$ cat config.mk
export PLATFORM = sky130hd
export DESIGN_NAME = i2c_master_bit_engine_flat
export DESIGN_NICKNAME = d
export VERILOG_FILES = /design/src/rtl/core/i2cm_pkg.sv /design/src/rtl/core/i2cm_if.sv /design/src/rtl/core/i2cm_out_skid.sv /design/src/rtl/core/i2c_master_bit_engine.sv /design/src/flat_wrapper.sv
export SDC_FILE = /design/constraint.sdc
export NUM_CORES = 1
export LEC_CHECK = 0
export BUFFER_PORTS_ARGS = -buffer_cell sky130_fd_sc_hd__buf_4
export CAP_MARGIN = 20
export CORE_ASPECT_RATIO = 0.9
export CORE_MARGIN = 2
export CORE_UTILIZATION = 50
export CTS_CLUSTER_SIZE = 14
export DETAILED_ROUTE_END_ITERATION = 12
export GPL_TIMING_DRIVEN = 0
export PLACE_DENSITY = 0.72
export SYNTH_ARGS = -nofsm -noshare
export SYNTH_HDL_FRONTEND = slang
export SYNTH_SLANG_ARGS = --single-unit
$ cat constraint.sdc
create_clock -name clk -period 4.2 [get_ports clk]
set_clock_uncertainty 0.2 [all_clocks]
set_input_delay 0.84 -clock clk [delete_from_list [all_inputs] [get_ports clk]]
set_output_delay 0.84 -clock clk [all_outputs]
set_load 0.01 [all_outputs]
$ cat src/rtl/core/i2cm_pkg.sv
// Shared types and constants for the I2C master bit engine.
package i2cm_pkg;

    localparam int HALF_DELAY_W = 10;
    localparam int TIMEOUT_W    = 16;
    localparam int CFG_DATA_W   = 16;

    localparam logic [HALF_DELAY_W-1:0] HALF_DELAY_RST = 10'd2;
    localparam logic [TIMEOUT_W-1:0]    ACK_TIMEOUT_RST = 16'd1000;

    // configuration register indexes
    localparam logic CFG_HALF_DELAY  = 1'b0;
    localparam logic CFG_ACK_TIMEOUT = 1'b1;

    // command codes
    localparam logic [2:0] MODE_NONE  = 3'd0;
    localparam logic [2:0] MODE_START = 3'd1;
    localparam logic [2:0] MODE_STOP  = 3'd2;
    localparam logic [2:0] MODE_WRITE = 3'd3;
    localparam logic [2:0] MODE_READ  = 3'd4;
    localparam logic [2:0] MODE_WACK  = 3'd5;

    typedef enum logic [22:0] {
        PH_IDLE    = 23'h000001,
        PH_ST_A    = 23'h000002,
        PH_ST_B    = 23'h000004,
        PH_ST_C    = 23'h000008,
        PH_SP_A    = 23'h000010,
        PH_SP_B    = 23'h000020,
        PH_SP_C    = 23'h000040,
        PH_WR_LOW  = 23'h000080,
        PH_WR_DATA = 23'h000100,
        PH_WR_HIGH = 23'h000200,
        PH_WR_END  = 23'h000400,
        PH_RD_LOW  = 23'h000800,
        PH_RD_HIGH = 23'h001000,
        PH_RD_FALL = 23'h002000,
        PH_RA_LOW  = 23'h004000,
        PH_RA_SDA  = 23'h008000,
        PH_RA_HIGH = 23'h010000,
        PH_RA_FALL = 23'h020000,
        PH_RA_REL  = 23'h040000,
        PH_WA_REL  = 23'h080000,
        PH_WA_HIGH = 23'h100000,
        PH_WA_POLL = 23'h200000,
        PH_WA_FALL = 23'h400000
    } phase_t;

    typedef struct packed {
        logic       scl_level;
        logic       sda_level;
        logic       sda_drive;
        logic       busy_res;
        logic       done_res;
        logic [7:0] rx_data;
        logic       ack_result;
    } result_t;

endpackage

$ cat src/rtl/core/i2cm_if.sv
// Tick and result channel interfaces for the I2C master bit engine.
interface i2cm_in_if;
    logic       valid;
    logic       ready;
    logic [2:0] mode;
    logic [7:0] data_byte;
    logic       send_nack;
    logic       sda_in;

    modport source (output valid, output mode, output data_byte, output send_nack,
                    output sda_in, input ready);
    modport sink   (input valid, input mode, input data_byte, input send_nack,
                    input sda_in, output ready);
endinterface

interface i2cm_out_if;
    logic       valid;
    logic       ready;
    logic       scl_level;
    logic       sda_level;
    logic       sda_drive;
    logic       busy_res;
    logic       done_res;
    logic [7:0] rx_data;
    logic       ack_result;

    modport source (output valid, output scl_level, output sda_level, output sda_drive,
                    output busy_res, output done_res, output rx_data,
                    output ack_result, input ready);
    modport sink   (input valid, input scl_level, input sda_level, input sda_drive,
                    input busy_res, input done_res, input rx_data,
                    input ack_result, output ready);
endinterface

$ cat src/rtl/core/i2cm_out_skid.sv
// Result register with one skid entry.
module i2cm_out_skid
(
    input  logic               clk,
    input  logic               rst_n,
    input  logic               in_valid,
    output logic               in_ready,
    input  i2cm_pkg::result_t  in_data,
    output logic               out_valid,
    input  logic               out_ready,
    output i2cm_pkg::result_t  out_data
);

    logic              out_valid_reg;
    logic              skid_valid_reg;
    i2cm_pkg::result_t out_data_reg;
    i2cm_pkg::result_t skid_data_reg;
    logic              in_fire;
    logic              slot_free;

    assign in_ready  = !skid_valid_reg;
    assign in_fire   = in_valid && in_ready;
    assign slot_free = out_ready || !out_valid_reg;
    assign out_valid = out_valid_reg;
    assign out_data  = out_data_reg;

    always_ff @(posedge clk or negedge rst_n)
    begin
        if (!rst_n)
        begin
            out_valid_reg  <= 1'b0;
            skid_valid_reg <= 1'b0;
        end
        else if (slot_free)
        begin
            out_valid_reg  <= skid_valid_reg || in_fire;
            skid_valid_reg <= 1'b0;
        end
        else if (in_fire)
        begin
            skid_valid_reg <= 1'b1;
        end
    end

    always_ff @(posedge clk)
    begin
        if (slot_free)
        begin
            out_data_reg <= skid_valid_reg ? skid_data_reg : in_data;
        end
        else if (in_fire)
        begin
            skid_data_reg <= in_data;
        end
    end

    // skid entry only fills behind a held result
    a_skid_behind_out: assert property (@(posedge clk) disable iff (!rst_n)
        skid_valid_reg |-> out_valid_reg)
        else $error("skid entry valid with empty output register");

    a_skid_drains: assert property (@(posedge clk) disable iff (!rst_n)
        skid_valid_reg && out_ready |=> !skid_valid_reg && out_valid_reg)
        else $error("skid entry not moved to output register");

    a_no_skid_when_free: assert property (@(posedge clk) disable iff (!rst_n)
        !skid_valid_reg && slot_free |=> !skid_valid_reg)
        else $error("skid entry filled while output register was free");

endmodule

$ cat src/rtl/core/i2c_master_bit_engine.sv
// Top level of the I2C master bit engine: bus phase sequencer and result channel.
//
// Usage:
//   in_ch carries one beat per bus tick: mode (command, only taken while idle),
//   data_byte, send_nack and the sampled sda_in level. Every accepted beat
//   advances the sequencer by exactly one tick.
//   out_ch returns one beat per input beat: pin levels (scl_level, sda_level,
//   sda_drive), busy_res, done_res, rx_data and ack_result, all as they stand
//   after that tick.
//   cfg_we/cfg_index/cfg_wdata write half_delay (index 0) and ack_timeout
//   (index 1); write only while no result is outstanding.
// Result path: the result of a beat is registered into the output register,
//   or into the skid entry while the output register holds a stalled result.
// Throughput: one beat per cycle while ready is high; the sequencer state updates
//   in the same cycle the beat is accepted, so only the receiver limits the rate.
// Stall: a held result plus one skid entry absorb a stalled receiver; in_ch
//   drops ready only while the skid entry is full.
// Reset: bus released (SCL=1, SDA=1, driven), sequencer idle, half_delay=2,
//   ack_timeout=1000, no result pending.
module i2c_master_bit_engine
(
    input  logic                                clk,
    input  logic                                rst_n,
    i2cm_in_if.sink                             in_ch,
    i2cm_out_if.source                          out_ch,
    input  logic                                cfg_we,
    input  logic                                cfg_index,
    input  logic [i2cm_pkg::CFG_DATA_W-1:0]     cfg_wdata
);

    // configuration
    logic [i2cm_pkg::HALF_DELAY_W-1:0] half_delay_reg;
    logic [i2cm_pkg::TIMEOUT_W-1:0]    ack_timeout_reg;

    // sequencer state
    i2cm_pkg::phase_t                  phase_reg, phase_next;
    logic [3:0]                        bit_count_reg, bit_count_next;
    logic [7:0]                        shift_reg, shift_next;
    logic [i2cm_pkg::HALF_DELAY_W-1:0] delay_count_reg, delay_count_next;
    logic [i2cm_pkg::TIMEOUT_W-1:0]    timeout_count_reg, timeout_count_next;
    logic                              scl_reg, scl_next;
    logic                              sda_reg, sda_next;
    logic                              drive_reg, drive_next;
    logic                              ack_nack_reg, ack_nack_next;
    logic                              nack_req_reg, nack_req_next;
    logic [7:0]                        rx_reg, rx_next;
    logic                              done_next;

    // helpers
    logic                              do_enter;
    i2cm_pkg::phase_t                  enter_ph;
    logic [i2cm_pkg::HALF_DELAY_W-1:0] d_eff;
    logic [3:0]                        bc_inc;
    logic [i2cm_pkg::TIMEOUT_W-1:0]    tmo_dec;
    logic                              in_fire;
    logic                              res_ready;
    i2cm_pkg::result_t                 res;
    i2cm_pkg::result_t                 out_res;

    assign in_fire = in_ch.valid && res_ready;
    assign in_ch.ready = res_ready;

    // zero half_delay behaves as one tick
    assign d_eff   = (half_delay_reg == '0) ? {{(i2cm_pkg::HALF_DELAY_W-1){1'b0}}, 1'b1}
                                            : half_delay_reg;
    assign bc_inc  = bit_count_reg + 4'd1;
    assign tmo_dec = timeout_count_reg - 16'd1;

    always_comb
    begin
        phase_next         = phase_reg;
        bit_count_next     = bit_count_reg;
        shift_next         = shift_reg;
        delay_count_next   = delay_count_reg;
        timeout_count_next = timeout_count_reg;
        scl_next           = scl_reg;
        sda_next           = sda_reg;
        drive_next         = drive_reg;
        ack_nack_next      = ack_nack_reg;
        nack_req_next      = nack_req_reg;
        rx_next            = rx_reg;
        done_next          = 1'b0;
        do_enter           = 1'b0;
        enter_ph           = i2cm_pkg::PH_IDLE;

        // pick the phase to enter this tick
        if (phase_reg == i2cm_pkg::PH_IDLE)
        begin
            bit_count_next = 4'd0;
            do_enter = 1'b1;
            unique case (in_ch.mode)
                i2cm_pkg::MODE_START: enter_ph = i2cm_pkg::PH_ST_A;
                i2cm_pkg::MODE_STOP:  enter_ph = i2cm_pkg::PH_SP_A;
                i2cm_pkg::MODE_WRITE:
                begin
                    shift_next = in_ch.data_byte;
                    enter_ph   = i2cm_pkg::PH_WR_LOW;
                end
                i2cm_pkg::MODE_READ:
                begin
                    shift_next    = 8'd0;
                    nack_req_next = in_ch.send_nack;
                    enter_ph      = i2cm_pkg::PH_RD_LOW;
                end
                i2cm_pkg::MODE_WACK:
                begin
                    timeout_count_next = ack_timeout_reg;
                    enter_ph           = i2cm_pkg::PH_WA_REL;
                end
                default:
                begin
                    bit_count_next = bit_count_reg;
                    do_enter       = 1'b0;
                end
            endcase
        end
        else if (delay_count_reg > {{(i2cm_pkg::HALF_DELAY_W-1){1'b0}}, 1'b1})
        begin
            delay_count_next = delay_count_reg - {{(i2cm_pkg::HALF_DELAY_W-1){1'b0}}, 1'b1};
        end
        else
        begin
            do_enter = 1'b1;
            unique case (phase_reg)
                i2cm_pkg::PH_ST_A:    enter_ph = i2cm_pkg::PH_ST_B;
                i2cm_pkg::PH_ST_B:    enter_ph = i2cm_pkg::PH_ST_C;
                i2cm_pkg::PH_SP_A:    enter_ph = i2cm_pkg::PH_SP_B;
                i2cm_pkg::PH_SP_B:    enter_ph = i2cm_pkg::PH_SP_C;
                i2cm_pkg::PH_WR_LOW:  enter_ph = i2cm_pkg::PH_WR_DATA;
                i2cm_pkg::PH_WR_DATA: enter_ph = i2cm_pkg::PH_WR_HIGH;
                i2cm_pkg::PH_WR_HIGH:
                begin
                    bit_count_next = bc_inc;
                    enter_ph = (bc_inc >= 4'd8) ? i2cm_pkg::PH_WR_END : i2cm_pkg::PH_WR_LOW;
                end
                i2cm_pkg::PH_RD_LOW:  enter_ph = i2cm_pkg::PH_RD_HIGH;
                i2cm_pkg::PH_RD_HIGH:
                begin
                    // sample SDA as the high phase ends
                    shift_next = {shift_reg[6:0], in_ch.sda_in};
                    enter_ph   = i2cm_pkg::PH_RD_FALL;
                end
                i2cm_pkg::PH_RD_FALL:
                begin
                    bit_count_next = bc_inc;
                    if (bc_inc >= 4'd8)
                    begin
                        rx_next  = shift_reg;
                        enter_ph = i2cm_pkg::PH_RA_LOW;
                    end
                    else
                    begin
                        enter_ph = i2cm_pkg::PH_RD_HIGH;
                    end
                end
                i2cm_pkg::PH_RA_LOW:  enter_ph = i2cm_pkg::PH_RA_SDA;
                i2cm_pkg::PH_RA_SDA:  enter_ph = i2cm_pkg::PH_RA_HIGH;
                i2cm_pkg::PH_RA_HIGH: enter_ph = i2cm_pkg::PH_RA_FALL;
                i2cm_pkg::PH_RA_FALL:
                begin
                    // a NACK ends the read right here
                    if (nack_req_reg)
                    begin
                        do_enter = 1'b0;
                    end
                    enter_ph = i2cm_pkg::PH_RA_REL;
                end
                i2cm_pkg::PH_WA_REL:  enter_ph = i2cm_pkg::PH_WA_HIGH;
                i2cm_pkg::PH_WA_HIGH: enter_ph = i2cm_pkg::PH_WA_POLL;
                i2cm_pkg::PH_WA_POLL:
                begin
                    if (!in_ch.sda_in)
                    begin
                        ack_nack_next = 1'b0;
                        enter_ph      = i2cm_pkg::PH_WA_FALL;
                    end
                    else
                    begin
                        timeout_count_next = tmo_dec;
                        if (tmo_dec == '0)
                        begin
                            // timed out: send stop, report NACK
                            ack_nack_next = 1'b1;
                            enter_ph      = i2cm_pkg::PH_SP_A;
                        end
                        else
                        begin
                            enter_ph = i2cm_pkg::PH_WA_POLL;
                        end
                    end
                end
                default:
                begin
                    // last phase of a command
                    do_enter = 1'b0;
                end
            endcase

            if (!do_enter)
            begin
                phase_next       = i2cm_pkg::PH_IDLE;
                delay_count_next = '0;
                done_next        = 1'b1;
            end
        end

        // pin levels set on phase entry
        if (do_enter)
        begin
            phase_next       = enter_ph;
            delay_count_next = d_eff;
            unique case (enter_ph)
                i2cm_pkg::PH_ST_A:
                begin
                    drive_next = 1'b1;
                    sda_next   = 1'b1;
                    scl_next   = 1'b1;
                end
                i2cm_pkg::PH_ST_B: sda_next = 1'b0;
                i2cm_pkg::PH_ST_C:
                begin
                    scl_next         = 1'b0;
                    delay_count_next = {{(i2cm_pkg::HALF_DELAY_W-1){1'b0}}, 1'b1};
                end
                i2cm_pkg::PH_SP_A:
                begin
                    drive_next = 1'b1;
                    sda_next   = 1'b0;
                    scl_next   = 1'b0;
                end
                i2cm_pkg::PH_SP_B: scl_next = 1'b1;
                i2cm_pkg::PH_SP_C: sda_next = 1'b1;
                i2cm_pkg::PH_WR_LOW:
                begin
                    drive_next = 1'b1;
                    scl_next   = 1'b0;
                end
                i2cm_pkg::PH_WR_DATA:
                begin
                    sda_next   = shift_next[7];
                    shift_next = {shift_next[6:0], 1'b0};
                end
                i2cm_pkg::PH_WR_HIGH: scl_next = 1'b1;
                i2cm_pkg::PH_WR_END:  scl_next = 1'b0;
                i2cm_pkg::PH_RD_LOW:  scl_next = 1'b0;
                i2cm_pkg::PH_RD_HIGH:
                begin
                    sda_next   = 1'b1;
                    drive_next = 1'b0;
                    scl_next   = 1'b1;
                end
                i2cm_pkg::PH_RD_FALL: scl_next = 1'b0;
                i2cm_pkg::PH_RA_LOW:
                begin
                    drive_next = 1'b1;
                    scl_next   = 1'b0;
                end
                i2cm_pkg::PH_RA_SDA:  sda_next = nack_req_next;
                i2cm_pkg::PH_RA_HIGH: scl_next = 1'b1;
                i2cm_pkg::PH_RA_FALL: scl_next = 1'b0;
                i2cm_pkg::PH_RA_REL:
                begin
                    sda_next         = 1'b1;
                    delay_count_next = {{(i2cm_pkg::HALF_DELAY_W-1){1'b0}}, 1'b1};
                end
                i2cm_pkg::PH_WA_REL:
                begin
                    drive_next = 1'b0;
                    sda_next   = 1'b1;
                end
                i2cm_pkg::PH_WA_HIGH: scl_next = 1'b1;
                i2cm_pkg::PH_WA_POLL:
                begin
                    delay_count_next = {{(i2cm_pkg::HALF_DELAY_W-1){1'b0}}, 1'b1};
                end
                i2cm_pkg::PH_WA_FALL: scl_next = 1'b0;
                default:
                begin
                end
            endcase
        end
    end

    // configuration writes
    always_ff @(posedge clk or negedge rst_n)
    begin
        if (!rst_n)
        begin
            half_delay_reg  <= i2cm_pkg::HALF_DELAY_RST;
            ack_timeout_reg <= i2cm_pkg::ACK_TIMEOUT_RST;
        end
        else if (cfg_we)
        begin
            unique case (cfg_index)
                i2cm_pkg::CFG_HALF_DELAY:
                    half_delay_reg <= cfg_wdata[i2cm_pkg::HALF_DELAY_W-1:0];
                i2cm_pkg::CFG_ACK_TIMEOUT:
                    ack_timeout_reg <= cfg_wdata[i2cm_pkg::TIMEOUT_W-1:0];
                default:
                begin
                end
            endcase
        end
    end

    // sequencer advances one tick per accepted beat
    always_ff @(posedge clk or negedge rst_n)
    begin
        if (!rst_n)
        begin
            phase_reg         <= i2cm_pkg::PH_IDLE;
            bit_count_reg     <= 4'd0;
            shift_reg         <= 8'd0;
            delay_count_reg   <= '0;
            timeout_count_reg <= '0;
            scl_reg           <= 1'b1;
            sda_reg           <= 1'b1;
            drive_reg         <= 1'b1;
            ack_nack_reg      <= 1'b0;
            nack_req_reg      <= 1'b0;
            rx_reg            <= 8'd0;
        end
        else if (in_fire)
        begin
            phase_reg         <= phase_next;
            bit_count_reg     <= bit_count_next;
            shift_reg         <= shift_next;
            delay_count_reg   <= delay_count_next;
            timeout_count_reg <= timeout_count_next;
            scl_reg           <= scl_next;
            sda_reg           <= sda_next;
            drive_reg         <= drive_next;
            ack_nack_reg      <= ack_nack_next;
            nack_req_reg      <= nack_req_next;
            rx_reg            <= rx_next;
        end
    end

    assign res.scl_level  = scl_next;
    assign res.sda_level  = sda_next;
    assign res.sda_drive  = drive_next;
    assign res.busy_res   = (phase_next != i2cm_pkg::PH_IDLE);
    assign res.done_res   = done_next;
    assign res.rx_data    = rx_next;
    assign res.ack_result = ack_nack_next;

    i2cm_out_skid u_out_skid
    (
        .clk       (clk),
        .rst_n     (rst_n),
        .in_valid  (in_ch.valid),
        .in_ready  (res_ready),
        .in_data   (res),
        .out_valid (out_ch.valid),
        .out_ready (out_ch.ready),
        .out_data  (out_res)
    );

    assign out_ch.scl_level  = out_res.scl_level;
    assign out_ch.sda_level  = out_res.sda_level;
    assign out_ch.sda_drive  = out_res.sda_drive;
    assign out_ch.busy_res   = out_res.busy_res;
    assign out_ch.done_res   = out_res.done_res;
    assign out_ch.rx_data    = out_res.rx_data;
    assign out_ch.ack_result = out_res.ack_result;

    a_idle_no_delay: assert property (@(posedge clk) disable iff (!rst_n)
        (phase_reg == i2cm_pkg::PH_IDLE) == (delay_count_reg == '0))
        else $error("delay counter out of step with idle phase");

    a_release_high: assert property (@(posedge clk) disable iff (!rst_n)
        !drive_reg |-> sda_reg)
        else $error("SDA released with output latch low");

    a_done_goes_idle: assert property (@(posedge clk) disable iff (!rst_n)
        in_fire && done_next |=> phase_reg == i2cm_pkg::PH_IDLE)
        else $error("done pulsed without returning to idle");

    a_hold_without_beat: assert property (@(posedge clk) disable iff (!rst_n)
        !in_fire |=> $stable(phase_reg) && $stable(delay_count_reg))
        else $error("sequencer moved without an accepted beat");

endmodule

$ cat src/flat_wrapper.sv
// flat-port wrapper written by rule: the top's interface ports become plain ports
module i2c_master_bit_engine_flat 
  (clk, rst_n, cfg_we, cfg_index, cfg_wdata, in_ch_valid, in_ch_mode, in_ch_data_byte, in_ch_send_nack, in_ch_sda_in, in_ch_ready, out_ch_valid, out_ch_scl_level, out_ch_sda_level, out_ch_sda_drive, out_ch_busy_res, out_ch_done_res, out_ch_rx_data, out_ch_ack_result, out_ch_ready);
  i2cm_in_if in_ch_i ();
  i2cm_out_if out_ch_i ();
  input  logic clk;
  input  logic rst_n;
  input  logic cfg_we;
  input  logic cfg_index;
  input  logic [i2cm_pkg::CFG_DATA_W-1:0] cfg_wdata;
  input wire logic [$bits(in_ch_i.valid)-1:0] in_ch_valid;
  input wire logic [$bits(in_ch_i.mode)-1:0] in_ch_mode;
  input wire logic [$bits(in_ch_i.data_byte)-1:0] in_ch_data_byte;
  input wire logic [$bits(in_ch_i.send_nack)-1:0] in_ch_send_nack;
  input wire logic [$bits(in_ch_i.sda_in)-1:0] in_ch_sda_in;
  output wire logic [$bits(in_ch_i.ready)-1:0] in_ch_ready;
  output wire logic [$bits(out_ch_i.valid)-1:0] out_ch_valid;
  output wire logic [$bits(out_ch_i.scl_level)-1:0] out_ch_scl_level;
  output wire logic [$bits(out_ch_i.sda_level)-1:0] out_ch_sda_level;
  output wire logic [$bits(out_ch_i.sda_drive)-1:0] out_ch_sda_drive;
  output wire logic [$bits(out_ch_i.busy_res)-1:0] out_ch_busy_res;
  output wire logic [$bits(out_ch_i.done_res)-1:0] out_ch_done_res;
  output wire logic [$bits(out_ch_i.rx_data)-1:0] out_ch_rx_data;
  output wire logic [$bits(out_ch_i.ack_result)-1:0] out_ch_ack_result;
  input wire logic [$bits(out_ch_i.ready)-1:0] out_ch_ready;
  assign in_ch_i.valid = in_ch_valid;
  assign in_ch_i.mode = in_ch_mode;
  assign in_ch_i.data_byte = in_ch_data_byte;
  assign in_ch_i.send_nack = in_ch_send_nack;
  assign in_ch_i.sda_in = in_ch_sda_in;
  assign in_ch_ready = in_ch_i.ready;
  assign out_ch_valid = out_ch_i.valid;
  assign out_ch_scl_level = out_ch_i.scl_level;
  assign out_ch_sda_level = out_ch_i.sda_level;
  assign out_ch_sda_drive = out_ch_i.sda_drive;
  assign out_ch_busy_res = out_ch_i.busy_res;
  assign out_ch_done_res = out_ch_i.done_res;
  assign out_ch_rx_data = out_ch_i.rx_data;
  assign out_ch_ack_result = out_ch_i.ack_result;
  assign out_ch_i.ready = out_ch_ready;
  i2c_master_bit_engine u_core (.clk(clk), .rst_n(rst_n), .in_ch(in_ch_i), .out_ch(out_ch_i), .cfg_we(cfg_we), .cfg_index(cfg_index), .cfg_wdata(cfg_wdata));
endmodule
==> After elaboration in Yosys (flattened, before gate mapping) <==
Index checks and enable logic that the tools add are counted.
{ "word_totals": {"register_bits": 130, "input_bits": 35, "output_inout_bits": 16} }
{ "classes": {"reduce_logical": 27, "n_addsub": 3, "magnitude_cmp": 2, "n_bitwise": 2, "n_eq_ne": 51, "muxes": 63} }
{ "ops": {"columns": ["cell", "count"], "rows": [
  ["23-bit one-hot mux with 17 select lines", 1],
  ["23-bit two-way mux", 7],
  ["20-bit one-hot mux with 5 select lines", 1],
  ["16-bit two-way mux", 5],
  ["8-bit two-way mux", 9],
  ["10-bit two-way mux", 6],
  ["23-bit by 10-bit equality test with 1-bit output, second input constant", 2],
  ["23-bit by 12-bit equality test with 1-bit output, second input constant", 2],
  ["23-bit by 13-bit equality test with 1-bit output, second input constant", 2],
  ["23-bit by 14-bit equality test with 1-bit output, second input constant", 2],
  ["23-bit by 15-bit equality test with 1-bit output, second input constant", 2],
  ["23-bit by 16-bit equality test with 1-bit output, second input constant", 2],
  ["23-bit by 17-bit equality test with 1-bit output, second input constant", 2],
  ["23-bit by 18-bit equality test with 1-bit output, second input constant", 2],
  ["23-bit by 2-bit equality test with 1-bit output, second input constant", 2],
  ["23-bit by 20-bit equality test with 1-bit output, second input constant", 2],
  ["23-bit by 21-bit equality test with 1-bit output, second input constant", 2],
  ["23-bit by 22-bit equality test with 1-bit output, second input constant", 2],
  ["23-bit by 3-bit equality test with 1-bit output, second input constant", 2],
  ["23-bit by 5-bit equality test with 1-bit output, second input constant", 2],
  ["23-bit by 6-bit equality test with 1-bit output, second input constant", 2],
  ["23-bit by 8-bit equality test with 1-bit output, second input constant", 2],
  ["23-bit by 9-bit equality test with 1-bit output, second input constant", 2],
  ["23-bit by 1-bit equality test with 1-bit output, second input constant", 1],
  ["other kinds (44)", 84]
]} }

==> Depth between registers and ports, before layout <==
{ "logic_depth": {"word_depth": 12, "depth_mapped": 11, "mapped_depth_nobuf": 9} }

==> Modules after synthesis <==
From an unflattened synthesis, not the netlist that was laid out.
{ "hier_totals": {"hier_cells": 807, "hier_area_um2": 7707.4} }
{ "modules_own_cells": {"columns": ["mod", "instances", "cells_each", "area_per_inst_um2"], "rows": [
  ["i2c_master_bit_engine", 1, 755, 6572.6],
  ["i2cm_out_skid", 1, 52, 1134.8]
]} }

==> Least setup slack after synthesis <==
OpenSTA, ideal clock, no wires.
{ "synth_timing": {"kind": "register to register", "start": "register u_core.timeout_count_reg[0] (netlist bit)", "end": "register u_core.u_out_skid.out_data_reg (netlist bit u_core.u_out_skid.out_data[13]) (data pin)", "required_time_ps": 3719, "arrival_ps": 2750, "path_slack_ps": 969, "setup_time_ps": 281, "path_stages_with_launch": 11, "n_path_buf": 1, "path_cell_list": "dfrtp_1 -> inv_1 -> ha_1 -> clkbuf_1 -> or4b_2 -> xnor2_1 -> o31a_1 -> a2111oi_4 -> a2111oi_2 -> nand4_1 -> a31oi_1"} }
{ "synth_via": {"elab_chain_cells": 12, "word_cells_on_any_way": 27, "classes_between": "1 x add/sub; 15 x eq/ne; 8 x mux; 3 x reduce/logical"} }
{ "synth_rtl": {"columns": ["element", "line_no", "rtl"], "rows": [
  ["from (decl)", "i2c_master_bit_engine.sv:40", "logic [i2cm_pkg::TIMEOUT_W-1:0] timeout_count_reg, timeout_count_next;"],
  ["from (signal assigned)", "i2c_master_bit_engine.sv:329", "timeout_count_reg <= timeout_count_next;"],
  ["16-bit by 1-bit subtractor with 16-bit output (*)", "i2c_master_bit_engine.sv:67", "assign tmo_dec = timeout_count_reg - 16'd1;"],
  ["16-bit zero test (*)", "i2c_master_bit_engine.sv:180", "if (tmo_dec == '0)"],
  ["22-bit two-way mux (*)", "i2c_master_bit_engine.sv:180", null],
  ["23-bit two-way mux (*)", "i2c_master_bit_engine.sv:172", "if (!in_ch.sda_in)"],
  ["23-bit one-hot mux with 17 select lines (*)", "i2c_master_bit_engine.sv:124", "unique case (phase_reg)"],
  ["23-bit two-way mux (*)", "i2c_master_bit_engine.sv:117", "else if (delay_count_reg > {{(i2cm_pkg::HALF_DELAY_W-1){1'b0}}, 1'b1})"],
  ["23-bit two-way mux (*)", "i2c_master_bit_engine.sv:87", "if (phase_reg == i2cm_pkg::PH_IDLE)"],
  ["23-bit by 4-bit equality test with 1-bit output (tied with other cells)", "i2c_master_bit_engine.sv:212", "unique case (enter_ph)"],
  ["9-bit OR reduction (no source line) / 6-bit OR reduction (equally long branches)", null, null],
  ["1-bit one-hot mux with 2 select lines (*)", "i2c_master_bit_engine.sv:212", null],
  ["1-bit two-way mux (*)", "i2c_master_bit_engine.sv:208", "if (do_enter)"],
  ["14-bit two-way mux (*)", "i2cm_out_skid.sv:49", "out_data_reg <= skid_valid_reg ? skid_data_reg : in_data;"],
  ["to (signal assigned)", "i2cm_out_skid.sv:49", null],
  ["to (decl)", "i2cm_out_skid.sv:16", "i2cm_pkg::result_t out_data_reg;"]
]} }
Mark *: on every way between the ends. The rest lies on a longest branch, timed or not.
A chain may end at the register's enable or synchronous reset.

==> Worst setup path after layout <==
{ "layout_timing": {"start": "register u_core.phase_reg[12]", "end": "register u_core.sda_reg"} }
{ "layout_via": {"elab_chain_cells": 8, "word_cells_on_any_way": 44, "classes_between": "27 x eq/ne; 14 x mux; 3 x reduce/logical"} }
{ "layout_rtl": {"columns": ["element", "line_no", "rtl"], "rows": [
  ["from (decl)", "i2c_master_bit_engine.sv:36", "i2cm_pkg::phase_t phase_reg, phase_next;"],
  ["from (signal assigned)", "i2c_master_bit_engine.sv:311", "phase_reg <= i2cm_pkg::PH_IDLE;"],
  ["from (signal assigned)", "i2c_master_bit_engine.sv:325", "phase_reg <= phase_next;"],
  ["23-bit by 22-bit equality test with 1-bit output (tied with other cells)", "i2c_master_bit_engine.sv:124", null],
  ["23-bit one-hot mux with 17 select lines / 16-bit OR reduction (equally long branches)", null, null],
  ["23-bit two-way mux / 1-bit one-hot mux with 2 select lines (equally long branches)", "i2c_master_bit_engine.sv:117, i2c_master_bit_engine.sv:124", null],
  ["23-bit two-way mux / 1-bit two-way mux (equally long branches)", "i2c_master_bit_engine.sv:87, i2c_master_bit_engine.sv:117", null],
  ["23-bit by 7-bit equality test with 1-bit output (tied with other cells)", "i2c_master_bit_engine.sv:212", null],
  ["5-bit OR reduction (no source line) (tied with other cells)", null, null],
  ["1-bit one-hot mux with 4 select lines / 1-bit two-way mux (equally long branches)", "i2c_master_bit_engine.sv:212, i2c_master_bit_engine.sv:87", null],
  ["1-bit two-way mux (*)", "i2c_master_bit_engine.sv:208", null],
  ["to (signal assigned)", "i2c_master_bit_engine.sv:331", "sda_reg <= sda_next;"],
  ["to (decl)", "i2c_master_bit_engine.sv:42", "logic sda_reg, sda_next;"]
]} }
Mark *: on every way between the ends. The rest lies on a longest branch, timed or not. The select of a mux whose other input is x is not followed.

==> flow_summary.toml <==
[status]
outcome = "completed"

[synthesis]
synthesis.nets = 846
synth_top_cell_area_share = 0.301
ys_warn_count = 0
ys_top_cells_by_area = "dfrtp_1 30%, edfxtp_1 11%, mux2_2 7.7%"
syn_inst = 806
seq_area_frac_synth = 0.450
yosysTopAreaCell = "dfrtp_1"
avgSynthCellArea_sq_um = 9.39
netlist_area_sq_mm = 0.00756
async_flop_share = 0.785
synth_cell_types = 83
synthFlopType = "dfrtp_1"
synth_edf_count = 28
synth-seq-cells = 130

[timing]
hold_viol = 0
setup_viol = 0
worstMarginPinSlew_ps = 1020
layout_min_cycle_time_ps = 4020
relSlewSlack = 0.319
max_freq_mhz = 249
fin_setup_tns_ps = 0
hold_ws_ps = 191
maxSlewViolCount = 0
fin_crit_sh = 0.957
rsz0062_at_grt = "false"

[worst_setup_path]
startpoint_type = "flip-flop"
worstSetupPathType = "reg -> reg"
endpoint_kind = "flip-flop"
cp.required_ps = 4340
cp.arrival_ps = 4160
crit_fanout = 10

[floorplan]
die_h_um = 121
dieArea_sq_mm = 0.0161
die_width_um = 134
initial_core_util = 0.512
core_area_sq_mm = 0.0148
top_level_ports = 51
rows = 42

[clock_tree]
cts_max_level = 4
cts_sinks = 130
clock_latency_ps = 420
post_cts_buffers = 0
cts_hold_buf = 0
clockBufferDepth = 2
cts.clk_slew.worst_paths_ps = 60
cts_root_buffer = "clkbuf_16"
cts_tree = "done"
cts_resized = 0
cts_made_buffers = 17

[grt]
grt_pass1_wl_um = 34100
grt_usage = 0.271
overflow = 0
grt_start_max_net_pins = 68
antenna_found_initial = 0
grt_pass1_vias = 6368

[detailed_routing]
firstDrtPassIters = 5
first_iter_violations = 740
antenna_left = 0
routedWlPerCell_um = 19.2
viasPerCell = 6.14
drt-total-wl_um = 20900
drc = 0
vias = 6684

[placed_design]
numPortBuffers = 50
hpwl_um = 15400
routabilityCongestion = 0.960

[layout]
seqCellArea_sq_mm = 0.00341
layout-drive-gt1-share = 0.221
final_nets = 918
multi_input_area_sq_mm = 0.00390
syn_to_final_growth_pct = 16.5
fillCellCount = 1288
largest_reg_flops = 23
fin_util = 0.597
diodes = 0

[run]
max_cap_viol_count = 0

[pwr]
ir_drop_v = 0.000346
p_leak_nw = 3.64
p_per_area_mw_per_mm2 = 565

[min_path]
hp-class = "in -> async"
## area by class of cell
type / instances / share of cell area
buffer: 43 / 0.0223
clock buffer: 21 / 0.0558
clock inverter: 11 / 0.0102
inverter: 16 / 0.00681
multi-input combinational: 617 / 0.443
sequential: 130 / 0.387
tap: 198 / 0.0281
timing repair buffer: 53 / 0.0476
## per-layer routing
layer  vias up  share of wire  track usage
met5         -              0            0
met4         0          0.026       0.0951
met3        45          0.076       0.0453
met2       299           0.44        0.410
met1      3199           0.46        0.396
li1       3141              -            -
## cells in the mapped netlist (all sizes together) (11+ instances only)
library cell    n
nand2         137
dfrtp          91
o21ai          64
mux2           54
a21oi          53
nor2           49
nor3           31
clkbuf         30
edfxtp         28
nor4           27
nand3          26
inv            16
buf            13
nand4          12
dfstp          11
nand2b         11
nor4b          11
## placed cells by master, fill, tap and decap left out, types with 6 or more instances in the layout
master and instances:
buf_2 8, nand3_1 25, dfrtp_1 91, inv_1 15
a22o_1 8, a21oi_1 53, edfxtp_1 28, mux2_2 52
xnor2_1 6, o21ai_1 11, o21ai_0 50, nor3_1 30
a31oi_1 7, nand2b_1 11, nand2_1 137, nor4_1 21
nor4b_1 10, o32ai_1 6, or3_1 9, buf_4 51
nor2_1 49, dfstp_2 11, clkbuf_1 30, clkbuf_16 18
nand4_1 10
## power by group
| part | internal (mW) | switching (mW) |
|---|---|---|
| Sequential | 1.55 | 0.244 |
| Clock | 0.847 | 0.599 |
| Combinational | 0.618 | 1.12 |
## path summary, 6_finish.rpt
path | slack (ps) | to | cells past startpoint | startpoint
worst min-delay path | 190 | u_core.phase_reg[8] | 1 | rst_n
min in group clk | 270 | u_core.rx_reg[1] | 2 | u_core.rx_reg[1]
worst min register to register | 270 | u_core.rx_reg[1] | 2 | u_core.rx_reg[1]
worst max register to register | 180 | u_core.sda_reg | 10 | u_core.phase_reg[12]
worst max-delay path | 180 | u_core.sda_reg | 10 | u_core.phase_reg[12]
max in group asynchronous | 2860 | u_core.scl_reg | 2 | rst_n
## worst max-delay path, stage by stage, from the launching register on
cell and delay, ps:
dfrtp_1 350, clkbuf_1 190, nor4_2 520, buf_4 280, nand4_2 240, nor4_1 680
nor4_1 240, a32oi_1 610, buf_2 370, o211ai_1 120, o211ai_1 120
## cells by family after synthesis
| family | after synthesis | synth area share |
|---|---|---|
| xor gates and xnor gates | 11 | 0.0127 |
| muxes | 58 | 0.0867 |
| DFF | 130 | 0.450 |
| adders and majority gates | 5 | 0.00827 |
| buffers and inverters | 59 | 0.0339 |
| AOI/OAI and AO/OA | 192 | 0.164 |
| and+or+nand+nor | 351 | 0.244 |
## per-stage QoR
stage | setup WS (ps) | cells | cell area (sq um) | total power, mW
2_1_floorplan | 969 | 806 | 7560 | 2.96
3_3_place_gp | 366 | 1054 | 8190 | 3.47
3_5_place_dp | 278 | 1057 | 8230 | 3.50
4_1_cts | 263 | 1089 | 8810 | 4.95
5_1_grt | 0.0537 | 1089 | 8810 | 5.25
6_report | 179 | 1089 | 8810 | 4.98
Power figures use the tool's default switching activity.
